<file path="config.mk">
export PLATFORM = sky130hd
export DESIGN_NAME = lfs_divider
export DESIGN_NICKNAME = d
export VERILOG_FILES = /design/src/rtl/line_follow_steering_top_macros.svh /design/src/rtl/lfs_divider.sv
export SDC_FILE = /design/constraint.sdc
export NUM_CORES = 1
export LEC_CHECK = 0
export ABC_AREA = 1
export BUFFER_PORTS_ARGS = -buffer_cell sky130_fd_sc_hd__clkbuf_2
export CAP_MARGIN = 30
export CORE_ASPECT_RATIO = 1.4
export CORE_MARGIN = 8
export CORE_UTILIZATION = 55
export DETAILED_ROUTE_END_ITERATION = 10
export PLACE_DENSITY = 0.82
export SETUP_SLACK_MARGIN = 0.5
export SLEW_MARGIN = 0
export SYNTH_ARGS = -nofsm -noshare
export SYNTH_HDL_FRONTEND = slang
export SYNTH_SLANG_ARGS = --single-unit
export TNS_END_PERCENT = 20
</file>
<file path="constraint.sdc">
create_clock -name clk -period 2.1 [get_ports clk]
set_clock_uncertainty 0.1 [all_clocks]
set_input_delay 0.21 -clock clk [delete_from_list [all_inputs] [get_ports clk]]
set_output_delay 0.21 -clock clk [all_outputs]
set_load 0.03 [all_outputs]
</file>
<file path="src/rtl/line_follow_steering_top_macros.svh">
// Assertion macros shared by the line follow steering block.
`ifndef LINE_FOLLOW_STEERING_TOP_MACROS_SVH
`define LINE_FOLLOW_STEERING_TOP_MACROS_SVH
// Implication checked on every rising clock edge outside reset.
`define LFS_ASSERT_IMP(label, clk, rst_n, ante, cons, msg) \
	label: assert property (@(posedge clk) disable iff (!rst_n) (ante) |-> (cons)) \
		else $error(msg);
// Implication whose consequent is checked in the next cycle.
`define LFS_ASSERT_NEXT(label, clk, rst_n, ante, cons, msg) \
	label: assert property (@(posedge clk) disable iff (!rst_n) (ante) |=> (cons)) \
		else $error(msg);
`endif

</file>
<file path="src/rtl/lfs_divider.sv">
// Restoring unsigned divider, one quotient bit per cycle.
`default_nettype none
module lfs_divider #(
	parameter int NUM_BITS = 32,
	parameter int DEN_BITS = 16
) (
	input  wire logic                clk,
	input  wire logic                arst_n,
	input  wire logic                start,
	input  wire logic [NUM_BITS-1:0] numer,
	input  wire logic [DEN_BITS-1:0] denom,
	output logic                     done,
	output logic [NUM_BITS-1:0]      quot
);
	localparam int CNT_BITS = $clog2(NUM_BITS + 1);

	logic [NUM_BITS-1:0] num_q;
	logic [DEN_BITS-1:0] den_q;
	logic [DEN_BITS:0]   rem_q;
	logic [CNT_BITS-1:0] cnt_q;
	logic                busy_q;
	logic [DEN_BITS:0]   trial;
	logic [DEN_BITS+1:0] diff;

	// Shift in the next numerator bit and try a subtraction.
	always_comb begin
		trial = {rem_q[DEN_BITS-1:0], num_q[NUM_BITS-1]};
		diff  = {1'b0, trial} - {2'b00, den_q};
	end

	always_ff @(posedge clk or negedge arst_n) begin
		if (!arst_n) begin
			busy_q <= 1'b0;
			done   <= 1'b0;
			cnt_q  <= '0;
		end else begin
			done <= 1'b0;
			if (start) begin
				busy_q <= 1'b1;
				cnt_q  <= CNT_BITS'(NUM_BITS);
			end else if (busy_q) begin
				cnt_q <= cnt_q - 1'b1;
				if (cnt_q == CNT_BITS'(1)) begin
					busy_q <= 1'b0;
					done   <= 1'b1;
				end
			end
		end
	end

	always_ff @(posedge clk) begin
		if (start) begin
			num_q <= numer;
			den_q <= denom;
			rem_q <= '0;
			quot  <= '0;
		end else if (busy_q) begin
			num_q <= {num_q[NUM_BITS-2:0], 1'b0};
			if (!diff[DEN_BITS+1]) begin
				rem_q <= diff[DEN_BITS:0];
				quot  <= {quot[NUM_BITS-2:0], 1'b1};
			end else begin
				rem_q <= trial;
				quot  <= {quot[NUM_BITS-2:0], 1'b0};
			end
		end
	end
endmodule
`default_nettype wire

</file>
==> flow_summary.yaml <==
outcome:
  outcome: "complete, no violations"
setup_path:
  worstReg2RegEnd: "rem_q[6]$_SDFFE_PP0P_"
  worst_r2r_startpoint: "num_q[31]$_DFFE_PP_"
  critical_path.startpoint_type: "flip-flop"
  critPathTopFamily: "simple AND/OR/NAND/NOR gates"
  timing.critical_path.depth: 14
  critical_path_class: "flip-flop to flip-flop"
  highest_cell_delay_on_the_worst_timing_path_ps: 400
  crit_path_top_delay_cell: "sky130_fd_sc_hd__edfxtp_1"
  crit_chain: "inv_2 > ha_4 > inv_4 > fa_2 > nand3_2 > nand3_4 > nand2_4 > nand2_4 > nand2_2 > nand2_2 > nand3_2 > nand3_2 > nand2_2 > inv_2"
  capturing_instance_or_port_of_the_critical_path: "rem_q[6]$_SDFFE_PP0P_"
  reg2reg_setup_slack_ps: 100
  end_kind: "flip-flop"
  critical_path_origin: "num_q[31]$_DFFE_PP_"
  path_max_fanout: 3
  reg2reg_depth: 14
  worst-endpoint-arrival_ps: 2140
  critPathBufInv: 3
  required_time_of_the_worst_setup_path_ps: 2250
sta:
  tns_ps: 0
  hold_viol: 0
  rsz0062_at_grt: "yes"
  final_min_period_over_clock_period_pct: 95.0
  finalWorstPathRequiredPeriod_ps: 2000
  final_critical_path_setup_slack_ps: 105
  timing.final.setup_violations: 0
  slew_limit_fails: 0
  tightestPinTransition_ps: 439
  max_slew_margin_pct: 70.8
  fmaxAchievable_ghz: 0.501
detailed_routing:
  num_vias: 4468
  detail_route.wirelength_mm: 12.9
  drt_first_pass_iters: 5
  detailedRoute.firstIterationViolations: 344
  route.detailed.vias_per_inst: 5.38
  drcViolationCount: 0
  wire_per_inst_um: 15.5
  drtAntennaViolNets: 0
final_layout:
  n_fill_cell: 585
  antenna-diode-count: 0
  final_net_count: 789
  drive_gt1_share_pct: 29.7
  area.growth.synth_to_final_pct: 33.2
floorplanning:
  starting_density_of_the_core_pct: 55.9
  fp.coreArea_um2: 8870
  row_count: 41
  floorplan.die_area_um2: 12400
  die_h_um: 128
  top_level_ports: 84
  die_width_um: 96.3
synth:
  synthTopCellsByCount: "217 x sky130_fd_sc_hd__nand2_1, 88 x sky130_fd_sc_hd__inv_1, 48 x sky130_fd_sc_hd__dfxtp_1, 48 x sky130_fd_sc_hd__edfxtp_1, 32 x sky130_fd_sc_hd__o22ai_1"
  synth.top_cell.area_share_pct: 29.1
  synthTopCellsByArea: "sky130_fd_sc_hd__edfxtp_1 29%, sky130_fd_sc_hd__dfxtp_1 19%, sky130_fd_sc_hd__nand2_1 16%, sky130_fd_sc_hd__inv_1 6.7%, sky130_fd_sc_hd__ha_1 4.5%"
  post-synth-top-count-cell: "sky130_fd_sc_hd__nand2_1"
  netlist.top_cell.by_area: "sky130_fd_sc_hd__edfxtp_1"
  total_standard_cell_area_after_synthesis_um2: 4960
  yosys_most_used_dff: "sky130_fd_sc_hd__edfxtp_1"
  net_count_after_synthesis: 671
  ys_warn_count: 0
  syn-mean-instance-area_um2: 8.25
  synthCells: 601
  synth_enable_flop_cells: 48
  synth.ff_latch_count: 104
  async_flop_share_pct: 7.69
  synthDistinctLibCells: 32
  synth.yosys.seq_area_share_pct: 52.5
power_and_ir_drop:
  power.static_leakage_nw: 3.16
  power_report.internal_total_mw: 4.63
  pwr-share-clk_pct: 25.1
  p_switching_mw: 2.67
  power.share.sequential_pct: 36.6
  irDropWorstVdd_v: 0.000666
  power.density_nw_per_um2: 1100
  power.combinational.fraction_pct: 38.2
  netSwitchingFraction_pct: 36.6
global_route:
  first_global_vias: 4504
  grt_max_degree: 45
  grt_usage_pct: 21.3
  grt.overflow.total: 0
  grt_first_pass_wirelength_mm: 20.5
  antenna_found_initial: 0
placed_design:
  dpl_wire_length_mm: 9.00
  gp_routability_congestion: 0.962
  place_ws_ps: 3.12
  numPortBuffers: 83
flow_run:
  cap_violations: 0
clock_tree:
  clkLatencyLatePin_ps: 340
  cts_tree: "done"
  max_clock_buf_depth: 2
  cts-htree-levels: 3
  cts_clk_pin_slew_worst_paths_ps: 70
  cts.root.buffer_cell: "sky130_fd_sc_hd__clkbuf_16"
  cts.sinks: 104
  cts-buffers-inserted: 9
hold_path:
  hold_path_class: "primary input to flip-flop"
power groups by stage:
stage          Sequential [mW]  Combinational [mW]  Clock [mW]
6_report                  2.67                2.79        1.83
5_1_grt                   2.70                3.05        1.92
4_1_cts                   2.66                2.57        1.86
3_5_place_dp              2.68                2.15           0
3_3_place_gp              2.67                2.10           0
2_1_floorplan             2.63                1.62           0
per-stage QoR:
step                      utilization, %  power (mW)  area, um^2  hold slack [ps]  cells
after floorplan                        -        4.25        5120             -186    601
after global placement              64.2        4.77        5700            -35.5    783
after detailed placement            64.2        4.82        5700            -27.7    783
after CTS                           73.4        7.08        6510             20.9    831
after global routing                74.5        7.67        6610             30.3    831
final                               74.5        7.29        6610             27.7    831
routing by layer:
layer	vias up	wire length, um	track usage, %
met2	177	6610	36.2
li1	2181	-	-
met1	2051	4840	22.4
met5	-	0	0
met4	0	764	14.7
met3	59	657	4.84
tightest hold or removal path, cell delays in order:
cell and delay [ps]:
sky130_fd_sc_hd__clkbuf_2 80, sky130_fd_sc_hd__nand2_1 40, sky130_fd_sc_hd__inv_1 40
final cells by class:
cell class | instances | area, um^2 | area share (%)
Clock buffer | 11 | 275 | 4.17
Clock inverter | 5 | 62.6 | 0.947
Inverter | 91 | 349 | 5.28
Multi-Input combinational cell | 390 | 2370 | 35.8
Sequential cell | 104 | 2610 | 39.5
Tap cell | 107 | 134 | 2.03
Timing Repair Buffer | 123 | 812 | 12.3
state kept, by name, indices dropped and copies added, names as in the netlist:
register	count
den_q	16
rem_q	16
cnt_q	6
num_q	32
busy_q	1
quot	32
done	1
layout by cell type (no fill, tap or decap), drive strengths merged, types with 3 or more instances in the layout:
cell / Yosys / layout
a21oi: 14 / 14
buf: 9 / 23
clkbuf: 9 / 94
dfrtp: 8 / 8
dfxtp: 48 / 48
dlygate4sd3: 0 / 17
edfxtp: 48 / 48
ha: 18 / 18
inv: 89 / 94
nand2: 222 / 224
nand3: 29 / 29
nand4: 13 / 13
nor2: 34 / 34
nor3: 3 / 3
o21ai: 11 / 11
o22ai: 32 / 32
xor2: 4 / 4
worst min-delay path by stage:
stage	startpoint	cells after the start	end
4_1_cts	numer[0]	3	num_q[0]$_SDFFCE_PN0P_
3_5_place_dp	arst_n	1	cnt_q[4]$_DFFE_PN0P_
2_1_floorplan	arst_n	0	busy_q$_DFF_PN0_
3_3_place_gp	arst_n	1	busy_q$_DFF_PN0_
6_report	numer[0]	3	num_q[0]$_SDFFCE_PN0P_
5_1_grt	numer[28]	3	num_q[28]$_DFFE_PP_
timing repair:
item | CTS | global route
buffers inserted | 13 | 0
cloned | 2 | 0
resized for setup | 47 | 27
pin swaps | 25 | 12
endpoints found under the setup margin | 44 | 50
hold buffers | 17 | 0
hold endpoints to repair | 24 | 0
cell families after synthesis:
logic type      Yosys count  share of synthesized area (%)
simple gates            304                           26.1
buf+inv                 109                           8.65
flops                   104                           52.5
compound gates           61                           7.16
fa+ha+maj                19                           4.94
xor+xnor                  4                          0.706
No activity file was read; power rests on OpenSTA's default activity.
