### config.mk
export PLATFORM = sky130hd
export DESIGN_NAME = lfs_lane
export DESIGN_NICKNAME = d
export VERILOG_FILES = /design/src/rtl/line_follow_steering_top_macros.svh /design/src/rtl/lfs_pkg.sv /design/src/rtl/lfs_divider.sv /design/src/rtl/lfs_lane.sv
export SDC_FILE = /design/constraint.sdc
export NUM_CORES = 1
export LEC_CHECK = 0
export CELL_PAD_IN_SITES_DETAIL_PLACEMENT = 0
export CELL_PAD_IN_SITES_GLOBAL_PLACEMENT = 1
export CORE_MARGIN = 2
export CORE_UTILIZATION = 32
export CTS_CLUSTER_DIAMETER = 80
export DETAILED_ROUTE_END_ITERATION = 6
export DONT_BUFFER_PORTS = 1
export PLACE_DENSITY = 0.57
export SYNTH_ARGS = -nofsm -noshare
export SYNTH_HDL_FRONTEND = slang
export SYNTH_SLANG_ARGS = --single-unit
export TNS_END_PERCENT = 30
### constraint.sdc
create_clock -name clk -period 10.1 [get_ports clk]
set_clock_uncertainty 0.1 [all_clocks]
set_input_delay 0.505 -clock clk [delete_from_list [all_inputs] [get_ports clk]]
set_output_delay 0.505 -clock clk [all_outputs]
set_load 0.1 [all_outputs]
### src/rtl/line_follow_steering_top_macros.svh
// Assertion macros shared by the line follow steering block.
`ifndef LINE_FOLLOW_STEERING_TOP_MACROS_SVH
`define LINE_FOLLOW_STEERING_TOP_MACROS_SVH
// Implication checked on every rising clock edge outside reset.
`define LFS_ASSERT_IMP(label, clk, rst_n, ante, cons, msg) \
	label: assert property (@(posedge clk) disable iff (!rst_n) (ante) |-> (cons)) \
		else $error(msg);
// Implication whose consequent is checked in the next cycle.
`define LFS_ASSERT_NEXT(label, clk, rst_n, ante, cons, msg) \
	label: assert property (@(posedge clk) disable iff (!rst_n) (ante) |=> (cons)) \
		else $error(msg);
`endif

### src/rtl/lfs_pkg.sv
// Package with shared types and constants of the line follow steering block.
`default_nettype none
package lfs_pkg;
	typedef enum logic [1:0] {
		OP_CALIBRATE = 2'd0,
		OP_FINISH    = 2'd1,
		OP_FOLLOW    = 2'd2,
		OP_NONE      = 2'd3
	} op_t;

	typedef enum logic [2:0] {
		REG_BASE_SPEED     = 3'd0,
		REG_MIN_RUN_SPEED  = 3'd1,
		REG_MAX_RUN_SPEED  = 3'd2,
		REG_STEER_GAIN     = 3'd3,
		REG_STEER_REVERSE  = 3'd4,
		REG_DARK_READS_LOW = 3'd5,
		REG_LOST_THRESHOLD = 3'd6,
		REG_PWM_PERIOD     = 3'd7
	} reg_idx_t;

	typedef enum logic [3:0] {
		ST_IDLE,
		ST_DIV,
		ST_SUM,
		ST_POS,
		ST_CORR,
		ST_CORR_DIV,
		ST_SPEED,
		ST_MUL,
		ST_PWM_DIV,
		ST_OUT
	} state_t;

	localparam int unsigned SCALE    = 1000;
	localparam int unsigned MIN_SPAN = 80;
	localparam int unsigned SIG_BITS = 10;

	typedef struct packed {
		logic start;
		logic dark_reads_low;
	} lane_ctl_t;

	typedef struct packed {
		logic busy;
		logic done;
	} lane_sts_t;
endpackage
`default_nettype wire

### src/rtl/lfs_divider.sv
// Restoring unsigned divider, one quotient bit per cycle.
`default_nettype none
module lfs_divider #(
	parameter int NUM_BITS = 32,
	parameter int DEN_BITS = 16
) (
	input  wire logic                clk,
	input  wire logic                arst_n,
	input  wire logic                start,
	input  wire logic [NUM_BITS-1:0] numer,
	input  wire logic [DEN_BITS-1:0] denom,
	output logic                     done,
	output logic [NUM_BITS-1:0]      quot
);
	localparam int CNT_BITS = $clog2(NUM_BITS + 1);

	logic [NUM_BITS-1:0] num_q;
	logic [DEN_BITS-1:0] den_q;
	logic [DEN_BITS:0]   rem_q;
	logic [CNT_BITS-1:0] cnt_q;
	logic                busy_q;
	logic [DEN_BITS:0]   trial;
	logic [DEN_BITS+1:0] diff;

	// Shift in the next numerator bit and try a subtraction.
	always_comb begin
		trial = {rem_q[DEN_BITS-1:0], num_q[NUM_BITS-1]};
		diff  = {1'b0, trial} - {2'b00, den_q};
	end

	always_ff @(posedge clk or negedge arst_n) begin
		if (!arst_n) begin
			busy_q <= 1'b0;
			done   <= 1'b0;
			cnt_q  <= '0;
		end else begin
			done <= 1'b0;
			if (start) begin
				busy_q <= 1'b1;
				cnt_q  <= CNT_BITS'(NUM_BITS);
			end else if (busy_q) begin
				cnt_q <= cnt_q - 1'b1;
				if (cnt_q == CNT_BITS'(1)) begin
					busy_q <= 1'b0;
					done   <= 1'b1;
				end
			end
		end
	end

	always_ff @(posedge clk) begin
		if (start) begin
			num_q <= numer;
			den_q <= denom;
			rem_q <= '0;
			quot  <= '0;
		end else if (busy_q) begin
			num_q <= {num_q[NUM_BITS-2:0], 1'b0};
			if (!diff[DEN_BITS+1]) begin
				rem_q <= diff[DEN_BITS:0];
				quot  <= {quot[NUM_BITS-2:0], 1'b1};
			end else begin
				rem_q <= trial;
				quot  <= {quot[NUM_BITS-2:0], 1'b0};
			end
		end
	end
endmodule
`default_nettype wire

### src/rtl/lfs_lane.sv
// One sensor lane: keeps the bounds of its sensor and scales a sample to a signal.
`default_nettype none
module lfs_lane #(
	parameter int SAMPLE_BITS = 12
) (
	input  wire logic                   clk,
	input  wire logic                   arst_n,
	input  wire logic                   cal_en,
	input  wire logic                   fin_en,
	input  wire lfs_pkg::lane_ctl_t     ctl,
	input  wire logic [SAMPLE_BITS-1:0] reading,
	output lfs_pkg::lane_sts_t          sts,
	output logic [lfs_pkg::SIG_BITS-1:0] signal
);
	localparam logic [SAMPLE_BITS-1:0] SMAX = '1;
	localparam int PROD_BITS = SAMPLE_BITS + 10;

	logic [SAMPLE_BITS-1:0] lo_q, hi_q;
	logic [SAMPLE_BITS-1:0] clamped, span, diff;
	logic [SAMPLE_BITS:0]   fin_hi;
	logic [PROD_BITS-1:0]   numer, quot;
	logic                   inverted, done;
	logic                   zero_q;

	// Bounds update on calibrate and finish beats.
	always_comb begin
		fin_hi = {1'b0, lo_q} + (SAMPLE_BITS+1)'(lfs_pkg::MIN_SPAN);
		if (fin_hi > {1'b0, SMAX}) fin_hi = {1'b0, SMAX};
	end

	always_ff @(posedge clk or negedge arst_n) begin
		if (!arst_n) begin
			lo_q <= SMAX;
			hi_q <= '0;
		end else if (cal_en) begin
			if (reading < lo_q) lo_q <= reading;
			if (reading > hi_q) hi_q <= reading;
		end else if (fin_en) begin
			if (hi_q < lo_q || (hi_q - lo_q) < SAMPLE_BITS'(lfs_pkg::MIN_SPAN))
				hi_q <= fin_hi[SAMPLE_BITS-1:0];
		end
	end

	// Clamp and form numerator of the scaled signal.
	always_comb begin
		inverted = lo_q > hi_q;
		clamped  = reading;
		if (clamped < lo_q) clamped = lo_q;
		if (clamped > hi_q) clamped = hi_q;
		span = hi_q - lo_q;
		if (span == '0) span = SAMPLE_BITS'(1);
		diff  = ctl.dark_reads_low ? (hi_q - clamped) : (clamped - lo_q);
		numer = PROD_BITS'(diff) * PROD_BITS'(lfs_pkg::SCALE);
	end

	always_ff @(posedge clk) begin
		if (ctl.start) zero_q <= inverted;
	end

	lfs_divider #(.NUM_BITS(PROD_BITS), .DEN_BITS(SAMPLE_BITS)) u_div (
		.clk    (clk),
		.arst_n (arst_n),
		.start  (ctl.start),
		.numer  (numer),
		.denom  (span),
		.done   (done),
		.quot   (quot)
	);

	always_comb begin
		sts.done = done;
		sts.busy = 1'b0;
		signal   = zero_q ? '0 : quot[lfs_pkg::SIG_BITS-1:0];
	end
endmodule
`default_nettype wire

==> results.cfg, run 1 <==
[status]
status = finished, final reports clean

[placement]
post-place-ws_ps = 178
dpl_cell_area_sq_um = 9430
dp_cells = 1322
dpl.hpwl_um = 16800
gp_congestion = 0.817
numPortBuffers = 0

[timing]
worst_slew_pin_slew_ps = 1060
hold_viol = 0
min_period_over_period = 0.951
finalMaxSlewViolations = 0
setup_viol = 0
rsz0062_at_grt = yes
post-route-min-period_ps = 9610
max_freq_mhz = 104
setup_slack_ps = 492
slew_headroom = 0.288

[synthesis]
synthArstFlopShare = 0.365
synth_edf_count = 32
netlist_area_sq_um = 8880
ys_seq_elements = 85
ys_seq_area_frac = 0.247
syn_inst = 952
ys.flop_type = edfxtp_1
synth_nets = 1127
synth-warning-count = 0
syn_area_per_cell_sq_um = 9.33
ys_types = 70

[drt]
final_antenna_net_count = 0
drt_first_pass_iters = 4
wl_um = 21400
num_vias = 6571
drt-vias-per-instance = 4.90
drc = 0
detail_route.iter0.violations = 317
route.detailed.wl_per_inst_um = 16.0

[setup_path]
crit_top_cell = ha_1
cp_max_fo = 9
path_delay_family = compound AO/OA/AOI/OAI gates
cp_slowest_cell = dfstp_2
critical_path_required_ps = 10100
critical_path_buf_inv_count = 5
arrival_ps = 9610
critical_path.max_stage_delay_ps = 560
critPathLaunchType = register
path_class = register to register
cp-end-kind = register

[cts]
clock_latency_ps = 360
ctsLongestPathBuffers = 2
htreeDepth = 3
cts_tree = built
cts_buffers = 9
cts-root-buf = clkbuf_16
path_clk_slew_ps = 90
clkSinkCount = 85

[final_layout]
synthToLayoutAreaGrowth_pct = 11.0
drive_gt1_frac = 0.157
antenna_cells = 0
fin_area_sq_um = 9860
nets = 1139
fin_cells = 1341

[global_routing]
grt_pass1_vias = 6834
grt-ovfl-total = 0
grt_max_degree = 66
antenna_found_initial = 1
grt_pass1_wl_um = 35600
grt_util_all_layers = 0.155

[floorplan]
die_w_um = 171
start_util = 0.328
die-area_sq_um = 29100
io_pins = 30
fp-row-count = 60
coreArea_sq_um = 27100
fp.dieH_um = 171

[min_path]
hold_class = input pin to register

[job]
cap_violations = 0
## kinds of logic (layout without fill, tap and decap cells)
kind of cell / after synthesis / in the layout / share of synthesized area
flip-flops: 85 / 85 / 0.247
other: 1 / 1 / 0.000422
multiplexers: 83 / 83 / 0.102
adder cells (fa/ha/maj): 159 / 159 / 0.251
AND/OR/NAND/NOR: 228 / 228 / 0.128
AO/OA/AOI/OAI: 192 / 192 / 0.141
buffers and inverters: 135 / 152 / 0.0596
XOR/XNOR: 69 / 69 / 0.0706
## through the flow
step                hold WS (ps)  TNS [ps]   util
floorplan                    109         0      -
global placement             110         0  0.348
detailed placement           110         0  0.348
CTS                         95.3         0  0.360
global route                 110     -62.8  0.364
finish                       128         0  0.364
## path summary, 6_finish.rpt
path	startpoint	endpoint	slack (ps)	cells after the start
max	lo_q[2]	u_div.num_q[20]	490	40
min	ctl[1]	u_div.rem_q[2]	130	1
max reg2reg	lo_q[2]	u_div.num_q[20]	490	40
min reg2reg	u_div.rem_q[11]	u_div.rem_q[11]	370	2
max in group asynchronous	arst_n	lo_q[1]	9140	2
min in group asynchronous	arst_n	hi_q[4]	500	2
## placed cells by master, fill, tap and decap left out, drive strengths merged, types with 3 or more instances in the layout
cell,netlist,layout
nor4b,3,3
clkbuf,15,9
inv,108,112
nor2b,27,27
and2,5,5
mux2i,36,36
nand3,10,10
o21ai,50,50
o21a,8,8
nor3,16,16
a21boi,4,4
ha,124,124
xnor2,53,53
dfrtp,19,19
a21oi,55,55
o21bai,7,7
nand2,48,48
edfxtp,32,32
and3,4,4
dfstp,12,12
xor2,16,16
or3,7,7
or2,7,7
o31ai,3,3
dfxtp,22,22
o22ai,7,7
a211oi,13,13
clkinv,2,3
a211o,4,4
buf,10,25
nand4,7,7
a21o,18,18
fa,33,33
nor2,72,72
nand2b,11,11
a31oi,9,9
mux2,47,47
## area by class of cell
class / instances / area [sq um]
inverters: 110 / 413
multi-input cells: 732 / 6270
fillers: 2794 / 17200
well taps: 372 / 465
repair buffers: 26 / 226
flip-flops and latches: 85 / 2190
clock buffers: 9 / 225
clock inverters: 7 / 73.8
## state kept, by name (all words and copies together), names as in the netlist
signal	cells
u_div.num_q	19
hi_q	12
lo_q	12
u_div.den_q	12
u_div.rem_q	12
u_div.quot	10
u_div.cnt_q	5
u_div.busy_q	1
u_div.done	1
zero_q	1
## per-layer routing
| metal | track usage | wire length (um) | vias up |
|---|---|---|---|
| li1 | - | - | 3351 |
| met1 | 0.212 | 10700 | 3116 |
| met2 | 0.254 | 9580 | 82 |
| met3 | 0.0238 | 764 | 22 |
| met4 | 0.0457 | 366 | 0 |
| met5 | 0 | 0 | - |
## cells in the mapped netlist (16+ instances only)
master,instances,area (sq um)
nor3_1,16,80.1
xor2_1,16,140
mux2i_1,34,340
ha_1,124,1550
a21o_1,18,135
a21oi_1,53,265
edfxtp_1,32,961
mux2_2,47,529
nand2_1,48,180
xnor2_1,50,438
dfrtp_1,19,475
o21ai_0,38,190
nor2b_1,27,169
dfxtp_1,22,440
inv_1,108,405
nor2_1,71,267
fa_1,33,661
## repair_timing
item / in CTS / in global routing
hold endpoints to repair: 31 / 0
resized for setup: 0 / 18
buffers inserted: 0 / 1
hold buffers: 2 / 0
endpoints found under the setup margin: 0 / 6
Power of run 1 is not shown: default switching activity piles up to over one toggle a cycle in this logic, so the estimate is an artifact.
==> run 2, diff against run 1 <==
Settings changed: ABC_AREA from default to 1, CAP_MARGIN from default to 5, PLACE_DENSITY 0.57 to 0.6.
==> run 2 against run 1 <==
  * Die area up 1.4%
  * Sequential share of layout area up 0.28 points
  * Design area down 1.3%
  * Final cell count up 20%
  * Sequential cell count unchanged
  * Wire length up 15%
  * Setup slack better by 440 ps
  * Critical path type unchanged
  * Worst hold slack better by 3.8 ps
  * Fmax up 4.8%
  * Area after synthesis up 1.4%
  * Critical endpoint unchanged
==> results.cfg, run 2 <==
[timing]
min_period_over_period = 0.907
finalSetupTns_ps = 0
hold_viol = 0
post-route-min-period_ps = 9160
holdWs_ps = 132
rsz0062_at_grt = no
max_freq_mhz = 109
setup_viol = 0
finalMaxSlewViolations = 0
slew_headroom = 0.221
worst_slew_pin_slew_ps = 1170

[synthesis]
synth-warning-count = 0
synthTopCellsByCount = nand2_1, inv_1, ha_1, nor2_1, a21oi_1
ys.flop_type = edfxtp_1
ys_seq_elements = 85
ys_seq_area_frac = 0.243
netlist.top_cell.by_area = ha_1
synth_nets = 1407
ys_types = 49
syn_inst = 1232
netlist_top_cells_area = ha_1, nand2_1, edfxtp_1, inv_1, fa_1
netlist_area_sq_um = 9000
netlist.area_leader.share = 0.172
synthArstFlopShare = 0.365
synth_edf_count = 32
synth_most_common_cell = nand2_1
syn_area_per_cell_sq_um = 7.31

[floorplan]
die_w_um = 172
start_util = 0.324
io_pins = 30
coreArea_sq_um = 27800
fp-row-count = 61
fp.dieH_um = 172
die-area_sq_um = 29500

[setup_path]
critical_path.max_stage_delay_ps = 540
cp_slowest_cell = dfstp_2
cp_max_fo = 23
critical_path_required_ps = 10110
path_class = register to register
r2r_cells = 46
arrival_ps = 9170
critPathLaunchType = register
cp-end-kind = register
crit_top_cell = nand2_1

[cts]
ctsLongestPathBuffers = 2
postCtsSetupRepairBufs = 0
cts_tree = built
clkSinkCount = 85
clock_latency_ps = 360
cts_buffers = 9
path_clk_slew_ps = 70
htreeDepth = 3
cts-root-buf = clkbuf_16

[job]
cap_violations = 0

[final_layout]
register_area_sq_um = 2190
nets = 1399
fill_cells = 3002
multi_input_area_sq_um = 5980
layout_common_cells = nand2_1, inv_1, ha_1, a21oi_1, nor2_1
top_register = u_div.num_q
synthToLayoutAreaGrowth_pct = 8.16
antenna_cells = 0
largest_reg_flops = 19
mostFrequentLayoutCell = nand2_1
drive_gt1_frac = 0.0692

[placement]
gp_congestion = 0.863
numPortBuffers = 0
dpl.hpwl_um = 20100

[global_routing]
grt_max_degree = 37
grt_pass1_wl_um = 40100
grt-ovfl-total = 0
antenna_found_initial = 0
grt_util_all_layers = 0.175
grt_pass1_vias = 7658

[drt]
num_vias = 7675
drc = 0
drt-vias-per-instance = 4.78
final_antenna_net_count = 0
detail_route.iter0.violations = 329
drt_first_pass_iters = 5
route.detailed.wl_per_inst_um = 15.3
wl_um = 24500

[min_path]
holdPathStages = 1
hold_class = input pin to register

[status]
status = finished, final reports clean
[run 2: changes by cell type in the layout (fill, tap and decap cells not counted), sizes merged, moves of 27 or more]
cell / delta
xnor2: -39
mux2i: -36
inv: +87
mux2: -47
nor2b: -27
o21ai: +42
nand3: +62
a21oi: +31
nand2: +254
[run 2: stage by stage]
stage	area [sq um]	cells	setup slack (ps)	util
5_1_grt	9740	1607	71.0	0.351
3_3_place_gp	9410	1589	785	0.339
6_report	9740	1607	936	0.351
4_1_cts	9740	1607	680	0.351
2_1_floorplan	9000	1232	1760	-
3_5_place_dp	9410	1589	690	0.339
[run 2: path summary, 6_finish.rpt]
path	from	to	slack [ps]
worst max-delay path	lo_q[7]	u_div.num_q[20]	940
worst min-delay path	ctl[1]	u_div.rem_q[9]	130
worst max register to register	lo_q[7]	u_div.num_q[20]	940
worst min register to register	u_div.rem_q[1]	u_div.rem_q[1]	380
max in group asynchronous	arst_n	lo_q[5]	9150
min in group asynchronous	arst_n	hi_q[9]	500
[run 2: layout make-up]
cell class                 count  share of cell area
sequential                    85               0.225
clock inverter                 5             0.00411
timing repair buffer           5             0.00540
inverter                     199              0.0767
tap                          378              0.0486
clock buffer                  11              0.0261
multi-input combinational    924               0.614
[run 2: metal layers]
| metal | global-route usage | routed length, um | vias to the layer above |
|---|---|---|---|
| met5 | 0 | 0 | - |
| met4 | 0.0424 | 446 | 0 |
| met3 | 0.0239 | 899 | 30 |
| met2 | 0.306 | 11500 | 119 |
| met1 | 0.228 | 11700 | 3498 |
| li1 | - | - | 4028 |
[run 2: logic make-up after synthesis]
group	after synthesis	share of synthesized area
AO/OA/AOI/OAI	226	0.140
XOR/XNOR	40	0.0389
adder cells (fa/ha/maj)	157	0.246
buffers and inverters	223	0.0952
flip-flops	85	0.243
other	1	0.000416
AND/OR/NAND/NOR	500	0.237
[run 2: critical path, delay by kind of cell (launching register included)]
kind	cells	cell delay (ps)
XOR/XNOR	1	90
AND/OR/NAND/NOR	21	2290
buffers and inverters	7	780
flip-flops	1	540
AO/OA/AOI/OAI	8	1760
adder cells (fa/ha/maj)	9	3350
[run 2: timing repair]
item	in CTS	in global routing
hold buffers	2	0
gates resized for setup	0	2
endpoints found under the hold margin	31	0
endpoints found under the setup margin	0	1
Power of run 2 is left out for the same reason.
==> run 3, diff against run 2 <==
Settings changed: CTS_BUF_LIST from default to sky130_fd_sc_hd__clkbuf_2.
==> run 3 against run 2 <==
  * Sequential cell count is the same
  * Wire length grew 2.2%
  * Setup slack lost 24 ps
  * Fmax shrank 0.26%
  * Design area grew 0.12%
  * Global-route usage grew 0.41 points
  * First-iteration DRC count grew 12%
  * Utilization is essentially flat
  * Critical path type unchanged
  * Critical endpoint unchanged
  * Non-clock buffer count grew 17
  * Register-to-register slack lost 20 ps
  * Largest cell class unchanged
==> results.cfg, run 3 (synthesis gave the netlist of run 2 again) <==
[status]
status = finished, final reports clean

[timing]
slew_headroom = 0.205
finalSetupTns_ps = 0
rsz0062_at_grt = no
worst_slew_pin_slew_ps = 1190
hold_viol = 0
min_period_over_period = 0.910
setup_viol = 0
post-route-min-period_ps = 9190
max_freq_mhz = 109
finalMaxSlewViolations = 0

[cts]
postCtsSetupRepairBufs = 0
cts-root-buf = clkbuf_2
ctsLongestPathBuffers = 2
clkSinkCount = 85
htreeDepth = 3
cts_buffers = 9
cts_tree = built
clock_latency_ps = 610
path_clk_slew_ps = 300

[setup_path]
r2r_slack_ps = 910
cp_slowest_cell = dfstp_2
critPathLaunchType = register
cp-end-kind = register
r2r-end = u_div.num_q[20]
cp_max_fo = 23
arrival_ps = 9490
critical_path_buf_inv_count = 6
path_delay_family = adder cells
r2r_cells = 46
r2r-start = lo_q[5]
crit_path_start = lo_q[5]
crit_top_cell = nand2_1
cp.depth = 46
path_class = register to register
critical_path_required_ps = 10400
critical_path.max_stage_delay_ps = 620

[drt]
drc = 0
route.detailed.wl_per_inst_um = 15.4
final_antenna_net_count = 0
drt_first_pass_iters = 5
num_vias = 7740
wl_um = 25100
detail_route.iter0.violations = 369
drt-vias-per-instance = 4.76

[floorplan]
io_pins = 30
die-area_sq_um = 29500
die_w_um = 172
coreArea_sq_um = 27800
fp-row-count = 61
fp.dieH_um = 172
start_util = 0.324

[min_path]
holdPathStages = 3
hold_path_end = u_div.rem_q[5]
hold_class = input pin to register
min_from = ctl[1]

[final_layout]
fill_cells = 3016
nets = 1416
top_register = u_div.num_q
layout_common_cells = nand2_1, inv_1, ha_1, a21oi_1, nor2_1
drive_gt1_frac = 0.0698
post-route-util = 0.351
mostFrequentLayoutCell = nand2_1
largest_reg_flops = 19
synthToLayoutAreaGrowth_pct = 8.28

[placement]
gp_congestion = 0.863
dpl.hpwl_um = 20100
numPortBuffers = 0

[global_routing]
grt_pass1_wl_um = 40900
grt_util_all_layers = 0.179
grt-ovfl-total = 0
antenna_found_initial = 1
grt_max_degree = 37
grt_pass1_vias = 7760

[job]
cap_violations = 0
## run 3: per-stage QoR
| step | setup WS, ps | std cells | instance area, sq um | hold slack (ps) |
|---|---|---|---|---|
| 6_report | 912 | 1626 | 9750 | 119 |
| 5_1_grt | 57.7 | 1626 | 9750 | 110 |
| 4_1_cts | 643 | 1624 | 9740 | 53.2 |
| 3_5_place_dp | 690 | 1589 | 9410 | 112 |
| 3_3_place_gp | 785 | 1589 | 9410 | 111 |
| 2_1_floorplan | 1760 | 1232 | 9000 | 109 |
## run 3: worst max path at each step
| stage | endpoint | slack [ps] |
|---|---|---|
| finish | u_div.num_q[20] | 910 |
| global route | u_div.num_q[20] | 60 |
| CTS | u_div.num_q[20] | 640 |
| detailed placement | u_div.num_q[20] | 690 |
| global placement | u_div.num_q[20] | 790 |
| floorplan | u_div.num_q[20] | 1760 |
## run 3: final cells by class
class | count | area (sq um) | area share
Clock inverter | 6 | 70.1 | 0.00719
Inverter | 199 | 747 | 0.0766
Tap cell | 378 | 473 | 0.0485
Clock buffer | 10 | 50.0 | 0.00513
Sequential cell | 85 | 2190 | 0.225
Antenna cell | 2 | 5.00 | 0.000513
Multi-Input combinational cell | 924 | 5980 | 0.613
Timing Repair Buffer | 22 | 233 | 0.0239
## run 3: layer usage
layer	vias up	wire length, um	track usage
met3	20	777	0.0246
met2	110	11900	0.313
met1	3548	12100	0.234
met4	0	370	0.0398
met5	-	0	0
li1	4062	-	-
## run 3: tightest hold or removal path, stage by stage
cell	delay (ps)
nor2_1	150
nand2_1	110
o21ai_0	60
## run 3: what timing repair did
item	CTS	global route
gates resized for setup	0	2
hold buffers	19	0
setup endpoints to repair	0	1
hold endpoints to repair	80	0
Power of run 3 is left out for the same reason.
